<file path="config.mk">
export PLATFORM = sky130hd
export DESIGN_NAME = periodic_task_dispatcher_core
export DESIGN_NICKNAME = d
export VERILOG_FILES = /design/src/rtl/ptd_pkg.sv /design/src/rtl/ptd_div.sv /design/src/rtl/ptd_dp.sv /design/src/rtl/ptd_ctrl.sv /design/src/rtl/periodic_task_dispatcher_core.sv
export SDC_FILE = /design/constraint.sdc
export NUM_CORES = 2
export LEC_CHECK = 0
export ABC_AREA = 1
export BUFFER_PORTS_ARGS = -buffer_cell sky130_fd_sc_hd__clkbuf_2
export CAP_MARGIN = 15
export CELL_PAD_IN_SITES_DETAIL_PLACEMENT = 0
export CELL_PAD_IN_SITES_GLOBAL_PLACEMENT = 1
export CORE_MARGIN = 2
export CORE_UTILIZATION = 44
export DETAILED_ROUTE_END_ITERATION = 8
export PLACE_DENSITY = 0.83
export SYNTH_ARGS = -nofsm -noshare
export SYNTH_HDL_FRONTEND = slang
export SYNTH_SLANG_ARGS = --single-unit
</file>
<file path="constraint.sdc">
create_clock -name i_clk -period 12.6 [get_ports i_clk]
set_input_delay 1.89 -clock i_clk [delete_from_list [all_inputs] [get_ports i_clk]]
set_output_delay 1.89 -clock i_clk [all_outputs]
set_load 0.02 [all_outputs]
</file>
<file path="src/rtl/ptd_pkg.sv">
// Shared types and constants of the periodic task dispatcher.
// Used by every module of the block; depends on nothing.
`default_nettype none
package ptd_pkg;

    localparam int TASK_SLOTS_DEF = 16;
    localparam int MAX_OUT = 16;
    localparam int DIV_W = 64;
    localparam logic [31:0] LCM_SAT = 32'hFFFF_FFFF;

    localparam logic [2:0] KIND_ADD = 3'd0;
    localparam logic [2:0] KIND_START = 3'd1;
    localparam logic [2:0] KIND_STOP = 3'd2;
    localparam logic [2:0] KIND_TICK = 3'd3;
    localparam logic [2:0] KIND_SETACT = 3'd4;

    localparam logic [1:0] ST_DONE = 2'd0;
    localparam logic [1:0] ST_DISP = 2'd1;
    localparam logic [1:0] ST_REJ = 2'd2;

    localparam logic [1:0] SLOT_ZERO = 2'd0;
    localparam logic [1:0] SLOT_TOTAL = 2'd1;
    localparam logic [1:0] SLOT_REQ = 2'd2;
    localparam logic [1:0] SLOT_IDX = 2'd3;

    typedef struct packed {
        logic       latch_in;
        logic       slot_load;
        logic [1:0] slot_sel;
        logic       add_write;
        logic       act_write;
        logic       due_fill;
        logic       idx_clr;
        logic       idx_inc;
        logic       rd_issue;
        logic       run_set;
        logic       run_clr;
        logic       time_add;
        logic       lcm_load_p;
        logic       gcd_init;
        logic       div_gcd;
        logic       div_lcm;
        logic       div_scan;
        logic       gcd_step;
        logic       mul_go;
        logic       lcm_mul_load;
        logic       due_adv;
        logic       emit;
        logic [1:0] emit_status;
        logic       emit_last;
    } t_cmd;

    typedef struct packed {
        logic [2:0] kind;
        logic       add_ok;
        logic       slot_ok;
        logic       running;
        logic       lcm_zero;
        logic       lcm_sat;
        logic       gb_zero;
        logic       div_done;
        logic       hit;
        logic       idx_end;
        logic       out_free;
    } t_sts;

endpackage
`default_nettype wire

</file>
<file path="src/rtl/ptd_div.sv">
// Restoring divider, one quotient bit per cycle, for GCD, LCM and catch-up.
// Depends on ptd_pkg.
`default_nettype none
module ptd_div (
    input  wire logic                      i_clk,
    input  wire logic                      i_rst_n,
    input  wire logic                      i_start,
    input  wire logic [ptd_pkg::DIV_W-1:0] i_dividend,
    input  wire logic [31:0]               i_divisor,
    output logic                           o_done,
    output logic [ptd_pkg::DIV_W-1:0]      o_quo,
    output logic [31:0]                    o_rem
);
    localparam int CNT_W = $clog2(ptd_pkg::DIV_W);

    logic                      r_busy;
    logic                      r_done;
    logic [CNT_W-1:0]          r_cnt;
    logic [ptd_pkg::DIV_W-1:0] r_quo;
    logic [31:0]               r_rem;
    logic [31:0]               r_div;
    logic [32:0]               w_trial;
    logic [32:0]               w_diff;
    logic                      w_q;

    assign w_trial = {r_rem, r_quo[ptd_pkg::DIV_W-1]};
    assign w_diff = w_trial - {1'b0, r_div};
    assign w_q = w_trial >= {1'b0, r_div};

    always_ff @(posedge i_clk) begin
        if (!i_rst_n) begin
            r_busy <= 1'b0;
            r_done <= 1'b0;
            r_cnt <= '0;
        end else begin
            r_done <= 1'b0;
            if (i_start) begin
                r_busy <= 1'b1;
                r_cnt <= '0;
                r_quo <= i_dividend;
                r_rem <= '0;
                r_div <= i_divisor;
            end else if (r_busy) begin
                r_rem <= w_q ? w_diff[31:0] : w_trial[31:0];
                r_quo <= {r_quo[ptd_pkg::DIV_W-2:0], w_q};
                r_cnt <= r_cnt + 1'b1;
                if (r_cnt == CNT_W'(ptd_pkg::DIV_W - 1)) begin
                    r_busy <= 1'b0;
                    r_done <= 1'b1;
                end
            end
        end
    end

    assign o_done = r_done;
    assign o_quo = r_quo;
    assign o_rem = r_rem;
endmodule
`default_nettype wire

</file>
<file path="src/rtl/ptd_dp.sv">
// Datapath: task table memories, time, hyperperiod, GCD registers and result register.
// Depends on ptd_pkg and ptd_div.
`default_nettype none
module ptd_dp #(
    parameter int TASK_SLOTS = ptd_pkg::TASK_SLOTS_DEF
) (
    input  wire logic           i_clk,
    input  wire logic           i_rst_n,
    input  wire logic [2:0]     i_kind,
    input  wire logic [15:0]    i_period,
    input  wire logic [3:0]     i_slot,
    input  wire logic           i_flag,
    input  wire logic [9:0]     i_elapsed,
    input  wire ptd_pkg::t_cmd  i_cmd,
    output ptd_pkg::t_sts       o_sts,
    input  wire logic           i_ready,
    output logic                o_valid,
    output logic [1:0]          o_status,
    output logic [3:0]          o_slot,
    output logic [31:0]         o_hyper,
    output logic [4:0]          o_held,
    output logic                o_last
);
    localparam int CW = $clog2(TASK_SLOTS + 1);
    localparam int IW = (TASK_SLOTS > 1) ? $clog2(TASK_SLOTS) : 1;

    logic [2:0]  r_kind;
    logic [15:0] r_period;
    logic [3:0]  r_slot;
    logic        r_flag;
    logic [9:0]  r_elapsed;
    logic [63:0] r_time;
    logic        r_running;
    logic [CW-1:0] r_total;
    logic [CW-1:0] r_idx;
    logic [31:0] r_lcm;
    logic [3:0]  r_res_slot;
    logic [31:0] r_ga;
    logic [31:0] r_gb;
    logic [47:0] r_prod;
    logic [15:0] m_period [TASK_SLOTS];
    logic        m_active [TASK_SLOTS];
    logic [63:0] m_due [TASK_SLOTS];
    logic [15:0] r_rd_period;
    logic        r_rd_active;
    logic [63:0] r_rd_due;
    logic        r_ovalid;
    logic [1:0]  r_ostatus;
    logic [3:0]  r_oslot;
    logic [31:0] r_ohyper;
    logic [4:0]  r_oheld;
    logic        r_olast;

    logic        w_div_start;
    logic [63:0] w_dividend;
    logic [31:0] w_divisor;
    logic        w_div_done;
    logic [63:0] w_quo;
    logic [31:0] w_rem;
    logic [3:0]  w_slot_next;

    always_comb begin
        w_dividend = {32'd0, r_ga};
        w_divisor = r_gb;
        if (i_cmd.div_lcm) begin
            w_dividend = {32'd0, r_lcm};
            w_divisor = r_ga;
        end else if (i_cmd.div_scan) begin
            w_dividend = r_time - r_rd_due;
            w_divisor = {16'd0, r_rd_period};
        end
    end
    assign w_div_start = i_cmd.div_gcd | i_cmd.div_lcm | i_cmd.div_scan;

    ptd_div u_div (
        .i_clk      (i_clk),
        .i_rst_n    (i_rst_n),
        .i_start    (w_div_start),
        .i_dividend (w_dividend),
        .i_divisor  (w_divisor),
        .o_done     (w_div_done),
        .o_quo      (w_quo),
        .o_rem      (w_rem)
    );

    always_comb begin
        case (i_cmd.slot_sel)
            ptd_pkg::SLOT_TOTAL: w_slot_next = 4'(r_total);
            ptd_pkg::SLOT_REQ:   w_slot_next = r_slot;
            ptd_pkg::SLOT_IDX:   w_slot_next = 4'(r_idx);
            default:             w_slot_next = 4'd0;
        endcase
    end

    always_ff @(posedge i_clk) begin
        if (!i_rst_n) begin
            r_time <= '0;
            r_running <= 1'b0;
            r_total <= '0;
            r_lcm <= '0;
            r_idx <= '0;
            r_ovalid <= 1'b0;
        end else begin
            if (i_cmd.time_add) begin
                r_time <= r_time + 64'(r_elapsed);
            end
            if (i_cmd.run_set) begin
                r_running <= 1'b1;
            end else if (i_cmd.run_clr) begin
                r_running <= 1'b0;
            end
            if (i_cmd.add_write) begin
                r_total <= r_total + 1'b1;
            end
            if (i_cmd.lcm_load_p) begin
                r_lcm <= {16'd0, r_period};
            end else if (i_cmd.lcm_mul_load) begin
                r_lcm <= (|r_prod[47:32]) ? ptd_pkg::LCM_SAT : r_prod[31:0];
            end
            if (i_cmd.idx_clr) begin
                r_idx <= '0;
            end else if (i_cmd.idx_inc) begin
                r_idx <= r_idx + 1'b1;
            end
            if (i_cmd.emit) begin
                r_ovalid <= 1'b1;
            end else if (i_ready) begin
                r_ovalid <= 1'b0;
            end
        end
    end

    always_ff @(posedge i_clk) begin
        if (i_cmd.latch_in) begin
            r_kind <= i_kind;
            r_period <= i_period;
            r_slot <= i_slot;
            r_flag <= i_flag;
            r_elapsed <= i_elapsed;
        end
        if (i_cmd.slot_load) begin
            r_res_slot <= w_slot_next;
        end
        if (i_cmd.gcd_init) begin
            r_ga <= r_lcm;
            r_gb <= {16'd0, r_period};
        end else if (i_cmd.gcd_step) begin
            r_ga <= r_gb;
            r_gb <= w_rem;
        end
        if (i_cmd.mul_go) begin
            r_prod <= w_quo[31:0] * r_period;
        end
        if (i_cmd.emit) begin
            r_ostatus <= i_cmd.emit_status;
            r_oslot <= r_res_slot;
            r_ohyper <= r_lcm;
            r_oheld <= 5'(r_total);
            r_olast <= i_cmd.emit_last;
        end
    end

    always_ff @(posedge i_clk) begin
        if (i_cmd.add_write) begin
            m_period[r_total[IW-1:0]] <= r_period;
        end
        if (i_cmd.add_write) begin
            m_active[r_total[IW-1:0]] <= r_flag;
        end else if (i_cmd.act_write) begin
            m_active[IW'(r_slot)] <= r_flag;
        end
        if (i_cmd.add_write) begin
            m_due[r_total[IW-1:0]] <= r_time;
        end else if (i_cmd.due_fill) begin
            m_due[r_idx[IW-1:0]] <= r_time;
        end else if (i_cmd.due_adv) begin
            m_due[r_idx[IW-1:0]] <= r_time - 64'(w_rem) + 64'(r_rd_period);
        end
        if (i_cmd.rd_issue) begin
            r_rd_period <= m_period[r_idx[IW-1:0]];
            r_rd_active <= m_active[r_idx[IW-1:0]];
            r_rd_due <= m_due[r_idx[IW-1:0]];
        end
    end

    assign o_sts.kind = r_kind;
    assign o_sts.add_ok = (32'(r_total) < TASK_SLOTS) && (r_period != 16'd0);
    assign o_sts.slot_ok = 32'(r_slot) < 32'(r_total);
    assign o_sts.running = r_running;
    assign o_sts.lcm_zero = r_lcm == 32'd0;
    assign o_sts.lcm_sat = r_lcm == ptd_pkg::LCM_SAT;
    assign o_sts.gb_zero = r_gb == 32'd0;
    assign o_sts.div_done = w_div_done;
    assign o_sts.hit = r_rd_active && (r_time >= r_rd_due) && (r_rd_period != 16'd0);
    assign o_sts.idx_end = r_idx >= r_total;
    assign o_sts.out_free = !r_ovalid || i_ready;

    assign o_valid = r_ovalid;
    assign o_status = r_ostatus;
    assign o_slot = r_oslot;
    assign o_hyper = r_ohyper;
    assign o_held = r_oheld;
    assign o_last = r_olast;
endmodule
`default_nettype wire

</file>
<file path="src/rtl/ptd_ctrl.sv">
// Controller state machine: decodes items, runs GCD/LCM, start sweep and tick scan.
// Depends on ptd_pkg; drives ptd_dp through command and status structs.
`default_nettype none
module ptd_ctrl (
    input  wire logic          i_clk,
    input  wire logic          i_rst_n,
    input  wire logic          i_in_valid,
    output logic               o_in_ready,
    input  wire ptd_pkg::t_sts i_sts,
    output ptd_pkg::t_cmd      o_cmd
);
    typedef enum logic [3:0] {
        S_IDLE, S_DECODE, S_GCD_CHK, S_GCD_WAIT, S_LCM_WAIT, S_MUL, S_FILL,
        S_SCAN_RD, S_SCAN_EVAL, S_SCAN_DIV, S_SCAN_PUT, S_FINISH, S_EMIT
    } t_state;

    t_state     r_state, n_state;
    logic [4:0] r_nout, n_nout;
    logic [1:0] r_emit_status, n_emit_status;

    always_comb begin
        n_state = r_state;
        n_nout = r_nout;
        n_emit_status = r_emit_status;
        o_cmd = '0;
        case (r_state)
            S_IDLE: begin
                o_cmd.latch_in = i_in_valid;
                if (i_in_valid) begin
                    n_state = S_DECODE;
                end
            end
            S_DECODE: begin
                o_cmd.slot_load = 1'b1;
                o_cmd.slot_sel = ptd_pkg::SLOT_ZERO;
                n_state = S_EMIT;
                n_emit_status = ptd_pkg::ST_DONE;
                case (i_sts.kind)
                    ptd_pkg::KIND_ADD: begin
                        if (i_sts.add_ok) begin
                            o_cmd.add_write = 1'b1;
                            o_cmd.slot_sel = ptd_pkg::SLOT_TOTAL;
                            if (i_sts.lcm_zero) begin
                                o_cmd.lcm_load_p = 1'b1;
                            end else if (!i_sts.lcm_sat) begin
                                o_cmd.gcd_init = 1'b1;
                                n_state = S_GCD_CHK;
                            end
                        end else begin
                            n_emit_status = ptd_pkg::ST_REJ;
                        end
                    end
                    ptd_pkg::KIND_START: begin
                        o_cmd.idx_clr = 1'b1;
                        n_state = S_FILL;
                    end
                    ptd_pkg::KIND_STOP: begin
                        o_cmd.run_clr = 1'b1;
                    end
                    ptd_pkg::KIND_TICK: begin
                        o_cmd.time_add = 1'b1;
                        o_cmd.idx_clr = 1'b1;
                        n_nout = 5'd0;
                        if (i_sts.running) begin
                            n_state = S_SCAN_RD;
                        end
                    end
                    ptd_pkg::KIND_SETACT: begin
                        if (i_sts.slot_ok) begin
                            o_cmd.act_write = 1'b1;
                            o_cmd.slot_sel = ptd_pkg::SLOT_REQ;
                        end else begin
                            n_emit_status = ptd_pkg::ST_REJ;
                        end
                    end
                    default: begin
                        n_emit_status = ptd_pkg::ST_REJ;
                    end
                endcase
            end
            S_GCD_CHK: begin
                if (i_sts.gb_zero) begin
                    o_cmd.div_lcm = 1'b1;
                    n_state = S_LCM_WAIT;
                end else begin
                    o_cmd.div_gcd = 1'b1;
                    n_state = S_GCD_WAIT;
                end
            end
            S_GCD_WAIT: begin
                if (i_sts.div_done) begin
                    o_cmd.gcd_step = 1'b1;
                    n_state = S_GCD_CHK;
                end
            end
            S_LCM_WAIT: begin
                if (i_sts.div_done) begin
                    o_cmd.mul_go = 1'b1;
                    n_state = S_MUL;
                end
            end
            S_MUL: begin
                o_cmd.lcm_mul_load = 1'b1;
                n_emit_status = ptd_pkg::ST_DONE;
                n_state = S_EMIT;
            end
            S_FILL: begin
                if (i_sts.idx_end) begin
                    o_cmd.run_set = 1'b1;
                    n_emit_status = ptd_pkg::ST_DONE;
                    n_state = S_EMIT;
                end else begin
                    o_cmd.due_fill = 1'b1;
                    o_cmd.idx_inc = 1'b1;
                end
            end
            S_SCAN_RD: begin
                if (i_sts.idx_end || r_nout == 5'(ptd_pkg::MAX_OUT)) begin
                    n_state = S_FINISH;
                end else begin
                    o_cmd.rd_issue = 1'b1;
                    n_state = S_SCAN_EVAL;
                end
            end
            S_SCAN_EVAL: begin
                if (i_sts.hit) begin
                    o_cmd.div_scan = 1'b1;
                    n_state = S_SCAN_DIV;
                end else begin
                    o_cmd.idx_inc = 1'b1;
                    n_state = S_SCAN_RD;
                end
            end
            S_SCAN_DIV: begin
                if (i_sts.div_done) begin
                    o_cmd.due_adv = 1'b1;
                    n_state = S_SCAN_PUT;
                end
            end
            S_SCAN_PUT: begin
                if (r_nout == 5'd0 || i_sts.out_free) begin
                    o_cmd.emit = r_nout != 5'd0;
                    o_cmd.emit_status = ptd_pkg::ST_DISP;
                    o_cmd.slot_load = 1'b1;
                    o_cmd.slot_sel = ptd_pkg::SLOT_IDX;
                    o_cmd.idx_inc = 1'b1;
                    n_nout = r_nout + 5'd1;
                    n_state = S_SCAN_RD;
                end
            end
            S_FINISH: begin
                n_emit_status = (r_nout == 5'd0) ? ptd_pkg::ST_DONE : ptd_pkg::ST_DISP;
                n_state = S_EMIT;
            end
            S_EMIT: begin
                if (i_sts.out_free) begin
                    o_cmd.emit = 1'b1;
                    o_cmd.emit_status = r_emit_status;
                    o_cmd.emit_last = 1'b1;
                    n_state = S_IDLE;
                end
            end
            default: begin
                n_state = S_IDLE;
            end
        endcase
    end

    always_ff @(posedge i_clk) begin
        if (!i_rst_n) begin
            r_state <= S_IDLE;
            r_nout <= 5'd0;
            r_emit_status <= ptd_pkg::ST_DONE;
        end else begin
            r_state <= n_state;
            r_nout <= n_nout;
            r_emit_status <= n_emit_status;
        end
    end

    assign o_in_ready = r_state == S_IDLE;
endmodule
`default_nettype wire

</file>
<file path="src/rtl/periodic_task_dispatcher_core.sv">
// Top level of the periodic task dispatcher: controller, datapath and port packing.
// Depends on ptd_pkg, ptd_ctrl and ptd_dp.
//
//  Channel  | Direction | Fields
//  s_axis   | in        | tuser: kind; tdata: task_period, task_slot, active_flag, elapsed_ms
//  m_axis   | out       | tuser: status; tdata: dispatched_slot, hyperperiod, tasks_held;
//           |           | tlast: last
//
// One item is handled at a time. Stop, set active and rejected items go straight to the result;
// start writes the due time of every held task; an add onto a nonzero, unsaturated hyperperiod
// runs one bit-serial division per GCD step, then a final division and a multiply. A tick visits
// each task in turn and runs one division per dispatched task for the catch-up remainder.
// Reset is synchronous and active low and clears time, running, task count and hyperperiod.
// The next item is taken while a result still waits; a stalled output holds the scan.
`default_nettype none
module periodic_task_dispatcher_core #(
    parameter int TASK_SLOTS = ptd_pkg::TASK_SLOTS_DEF
) (
    input  wire logic        i_clk,
    input  wire logic        i_rst_n,
    input  wire logic        i_s_axis_tvalid,
    output logic             o_s_axis_tready,
    // task_period[15:0], task_slot[19:16], active_flag[20], elapsed_ms[30:21], zero[31]
    input  wire logic [31:0] i_s_axis_tdata,
    // kind[2:0]
    input  wire logic [2:0]  i_s_axis_tuser,
    output logic             o_m_axis_tvalid,
    input  wire logic        i_m_axis_tready,
    // dispatched_slot[3:0], hyperperiod[35:4], tasks_held[40:36], zero[47:41]
    output logic [47:0]      o_m_axis_tdata,
    // status[1:0]
    output logic [1:0]       o_m_axis_tuser,
    output logic             o_m_axis_tlast
);
    ptd_pkg::t_cmd w_cmd;
    ptd_pkg::t_sts w_sts;
    logic [3:0]    w_oslot;
    logic [31:0]   w_ohyper;
    logic [4:0]    w_oheld;

    ptd_ctrl u_ctrl (
        .i_clk      (i_clk),
        .i_rst_n    (i_rst_n),
        .i_in_valid (i_s_axis_tvalid),
        .o_in_ready (o_s_axis_tready),
        .i_sts      (w_sts),
        .o_cmd      (w_cmd)
    );

    ptd_dp #(
        .TASK_SLOTS (TASK_SLOTS)
    ) u_dp (
        .i_clk     (i_clk),
        .i_rst_n   (i_rst_n),
        .i_kind    (i_s_axis_tuser),
        .i_period  (i_s_axis_tdata[15:0]),
        .i_slot    (i_s_axis_tdata[19:16]),
        .i_flag    (i_s_axis_tdata[20]),
        .i_elapsed (i_s_axis_tdata[30:21]),
        .i_cmd     (w_cmd),
        .o_sts     (w_sts),
        .i_ready   (i_m_axis_tready),
        .o_valid   (o_m_axis_tvalid),
        .o_status  (o_m_axis_tuser),
        .o_slot    (w_oslot),
        .o_hyper   (w_ohyper),
        .o_held    (w_oheld),
        .o_last    (o_m_axis_tlast)
    );

    assign o_m_axis_tdata = {7'd0, w_oheld, w_ohyper, w_oslot};

    a_one_item: assert property (@(posedge i_clk) disable iff (!i_rst_n)
        i_s_axis_tvalid && o_s_axis_tready |=> !o_s_axis_tready)
        else $error("input taken while an item is in work");

    a_rej_last: assert property (@(posedge i_clk) disable iff (!i_rst_n)
        o_m_axis_tvalid && o_m_axis_tuser == ptd_pkg::ST_REJ |-> o_m_axis_tlast)
        else $error("rejected result not marked last");

    a_disp_slot: assert property (@(posedge i_clk) disable iff (!i_rst_n)
        o_m_axis_tvalid && o_m_axis_tuser == ptd_pkg::ST_DISP && TASK_SLOTS <= 16
        |-> o_m_axis_tdata[3:0] < o_m_axis_tdata[40:36])
        else $error("dispatched slot beyond task count");

    a_rej_clean: assert property (@(posedge i_clk) disable iff (!i_rst_n)
        o_m_axis_tvalid && o_m_axis_tuser == ptd_pkg::ST_REJ |-> o_m_axis_tdata[3:0] == 4'd0)
        else $error("rejected result names a slot");
endmodule
`default_nettype wire

</file>
==> impl_metrics.env <==
export IMPL_status="complete, but fails checks"
export IMPL_violations="design-rule violations"
export IMPL_crit_type="reg2reg"
export IMPL_totalWireLength_mm=340
export IMPL_drt_met1_wl_mm=142
export IMPL_vias=79342
export IMPL_avgSynthCellArea_um2=9.71
export IMPL_final_cells=13978
export IMPL_routedWlPerCell_um=24.4
export IMPL_clock_skew_final_ps=54.2
export IMPL_min_period_ps=6730
export IMPL_cts_root_buf="clkbuf_16"
export IMPL_drtIter0Drc=8747
export IMPL_startpoint="u_dp.u_div.o_quo[21]"
export IMPL_hold_start="u_dp.r_res_slot[2]"
export IMPL_worstPathArrival_ps=7340
export IMPL_hold_path_class="reg2reg"
export IMPL_dp_final_hpwl_mm=236
export IMPL_critPathSlowestCell="edfxtp_1"
export IMPL_hold_viol_final=0
export IMPL_end_kind="flip-flop"
export IMPL_period_share_pct=53.4
export IMPL_postCtsHoldBufs=0
export IMPL_cts_made_buffers=190
export IMPL_crit_family="adder cells"
export IMPL_die_h_um=490
export IMPL_drc_errors=3
export IMPL_ys_warn_count=0
export IMPL_layout_common_cells="2051 x nand2_1, 1683 x edfxtp_1, 1484 x inv_1"
export IMPL_synth_top_area_share_pct=48.7
export IMPL_track_usage_pct=28.0
export IMPL_dieWidth_um=490
export IMPL_synth_ff_type="edfxtp_1"
export IMPL_fmax_mhz=149
export IMPL_syn_area_um2=104000
export IMPL_grt_pass1_wl_mm=498
export IMPL_rows=178
export IMPL_cts_resized=0
export IMPL_dp_cells=13602
export IMPL_grt_max_degree=173
export IMPL_setup_tns_final_ps=0
export IMPL_route_met2_wl_mm=158
export IMPL_port_buffers=83
export IMPL_clockBufferDepth=3
export IMPL_ios=92
export IMPL_yosysUniqueCellTypes=62
export IMPL_start_kind="flip-flop"
export IMPL_nets=11489
export IMPL_rrSetupSlack_ps=5870
export IMPL_yosys_top_cells_area="edfxtp_1 49%, fa_1 8.4%, nand2_1 7.4%"
export IMPL_gp_congestion=0.992
export IMPL_core_um2=235000
export IMPL_die_area_um2=240000
export IMPL_antenna_found_initial=10
export IMPL_route_met3_wl_mm=27.8
export IMPL_highest_layer="met5"
export IMPL_ys_seq_elements=1826
export IMPL_synth_top_area_cell="edfxtp_1"
export IMPL_cp_slowest_stage_delay_ps=1140
export IMPL_crit_top_cell="fa_1"
export IMPL_rr_startpoint="u_dp.u_div.o_quo[21]"
export IMPL_required_ps=13210
export IMPL_grt_ovfl_total=0
export IMPL_cp_cell_sequence="nand2_1, fa_1, fa_1, fa_1, inv_1, fa_1, fa_1, inv_1, fa_1, inv_1, ha_1, nand2_1, nor2_1, inv_1, nor2_1, inv_1, nor4_1, nand2_1, nand3_1, a31oi_1, xnor2_1"
export IMPL_maxCapViolCount=0
export IMPL_pre_cts_ws_ps=5910
export IMPL_n_fill_cell=21387
export IMPL_drt_pass1_iterations=9
export IMPL_post_cts_buffers=0
export IMPL_start_util_pct=44.2
export IMPL_worst_path_buf_inv=5
export IMPL_ant_nets=0
export IMPL_max_slew_margin_pct=17.7
export IMPL_crit_fanout=17
export IMPL_drive_gt1_share_pct=5.96
export IMPL_report_final_slew_viol_count=0
export IMPL_cts_htree_levels=4
export IMPL_rsz0062_at_grt="false"
export IMPL_fin_ws_ps=5870
export IMPL_setup_viol=0
export IMPL_path_clk_slew_ps=60
export IMPL_clkLatencyLatePin_ps=890
export IMPL_syn_inst=10699
export IMPL_grt_pass1_vias=77440
export IMPL_tightest_slew_ps=1230
export IMPL_clock_sinks=1826
export IMPL_mostFrequentLayoutCell="nand2_1"
export IMPL_area_growth_pct=9.91
export IMPL_vias_per_cell=5.68
export IMPL_async_flop_share_pct=0
export IMPL_tritoncts="done"
export IMPL_yosysSeqAreaShare_pct=51.4
export IMPL_synth_edf_count=1683
==> sequential cells by signal, summed over array words and instances (netlist names), 5 cells and up <==
name,flops
u_dp.r_lcm,32
u_dp.r_period,16
u_dp.u_div.r_div,32
u_dp.u_div.o_quo,64
u_dp.o_hyper,32
u_dp.r_prod,48
u_dp.r_gb,32
u_dp.r_time,64
u_dp.u_div.r_cnt,6
u_dp.r_total,5
u_dp.o_held,5
u_dp.r_idx,5
u_dp.r_rd_due,64
u_dp.u_div.o_rem,32
u_dp.r_rd_period,16
u_dp.m_period,256
u_dp.r_elapsed,10
u_dp.r_ga,32
u_dp.m_active,16
u_dp.m_due,1024
u_ctrl.r_nout,5
==> synth_stat cells, drive strengths merged (139+ instances only) <==
cell	count
o21ai	731
inv	1500
nand2	2059
edfxtp	1683
o221ai	139
o32ai	191
clkbuf	410
fa	437
a21oi	383
ha	352
dfxtp	143
nand3	427
nor2	1358
==> metrics by stage <==
step | cell area [um^2] | util, % | hold slack, ps
2_1_floorplan | 104000 | - | 400
3_3_place_gp | 108000 | 45.8 | 462
3_5_place_dp | 108000 | 45.8 | 442
4_1_cts | 114000 | 48.5 | 459
5_1_grt | 114000 | 48.6 | 457
6_report | 114000 | 48.6 | 462
==> cells by family (layout without fill, tap and decap cells) <==
family / Yosys count / count (layout) / synth area share (%)
mux: 135 / 135 / 1.30
fa+ha+maj: 789 / 789 / 12.7
flops: 1826 / 1826 / 51.4
other cells: 1 / 9 / 0.00361
buf+inv: 1987 / 2108 / 7.33
compound gates: 1644 / 1644 / 9.58
simple gates: 4142 / 4142 / 16.2
xor+xnor: 175 / 175 / 1.48
==> cell type report <==
| type | count | area [um^2] | area share [%] |
|---|---|---|---|
| multi-input combinational | 6892 | 43100 | 37.7 |
| tap | 3150 | 3940 | 3.45 |
| clock buffer | 236 | 5040 | 4.42 |
| antenna | 2 | 5.00 | 0.00439 |
| sequential | 1826 | 53400 | 46.8 |
| inverter | 1501 | 5650 | 4.95 |
| clock inverter | 121 | 1210 | 1.06 |
| timing repair buffer | 250 | 1800 | 1.57 |
==> layer usage <==
metal  GRT usage [%]  vias up
li1                -    35863
met1            38.3    39279
met2            45.3     3611
met3            4.34      583
met4            10.3        6
met5               0        -
==> final timing paths <==
check	to	cells past startpoint
hold / removal	u_dp.o_slot[2]	0
hold reg to reg	u_dp.o_slot[2]	0
setup / recovery	u_dp.r_prod[32]	21
setup reg to reg	u_dp.r_prod[32]	21
Power is left out: the tool's default activity adds up to more than one toggle a clock period on the data nets, which glitch-free logic cannot reach.
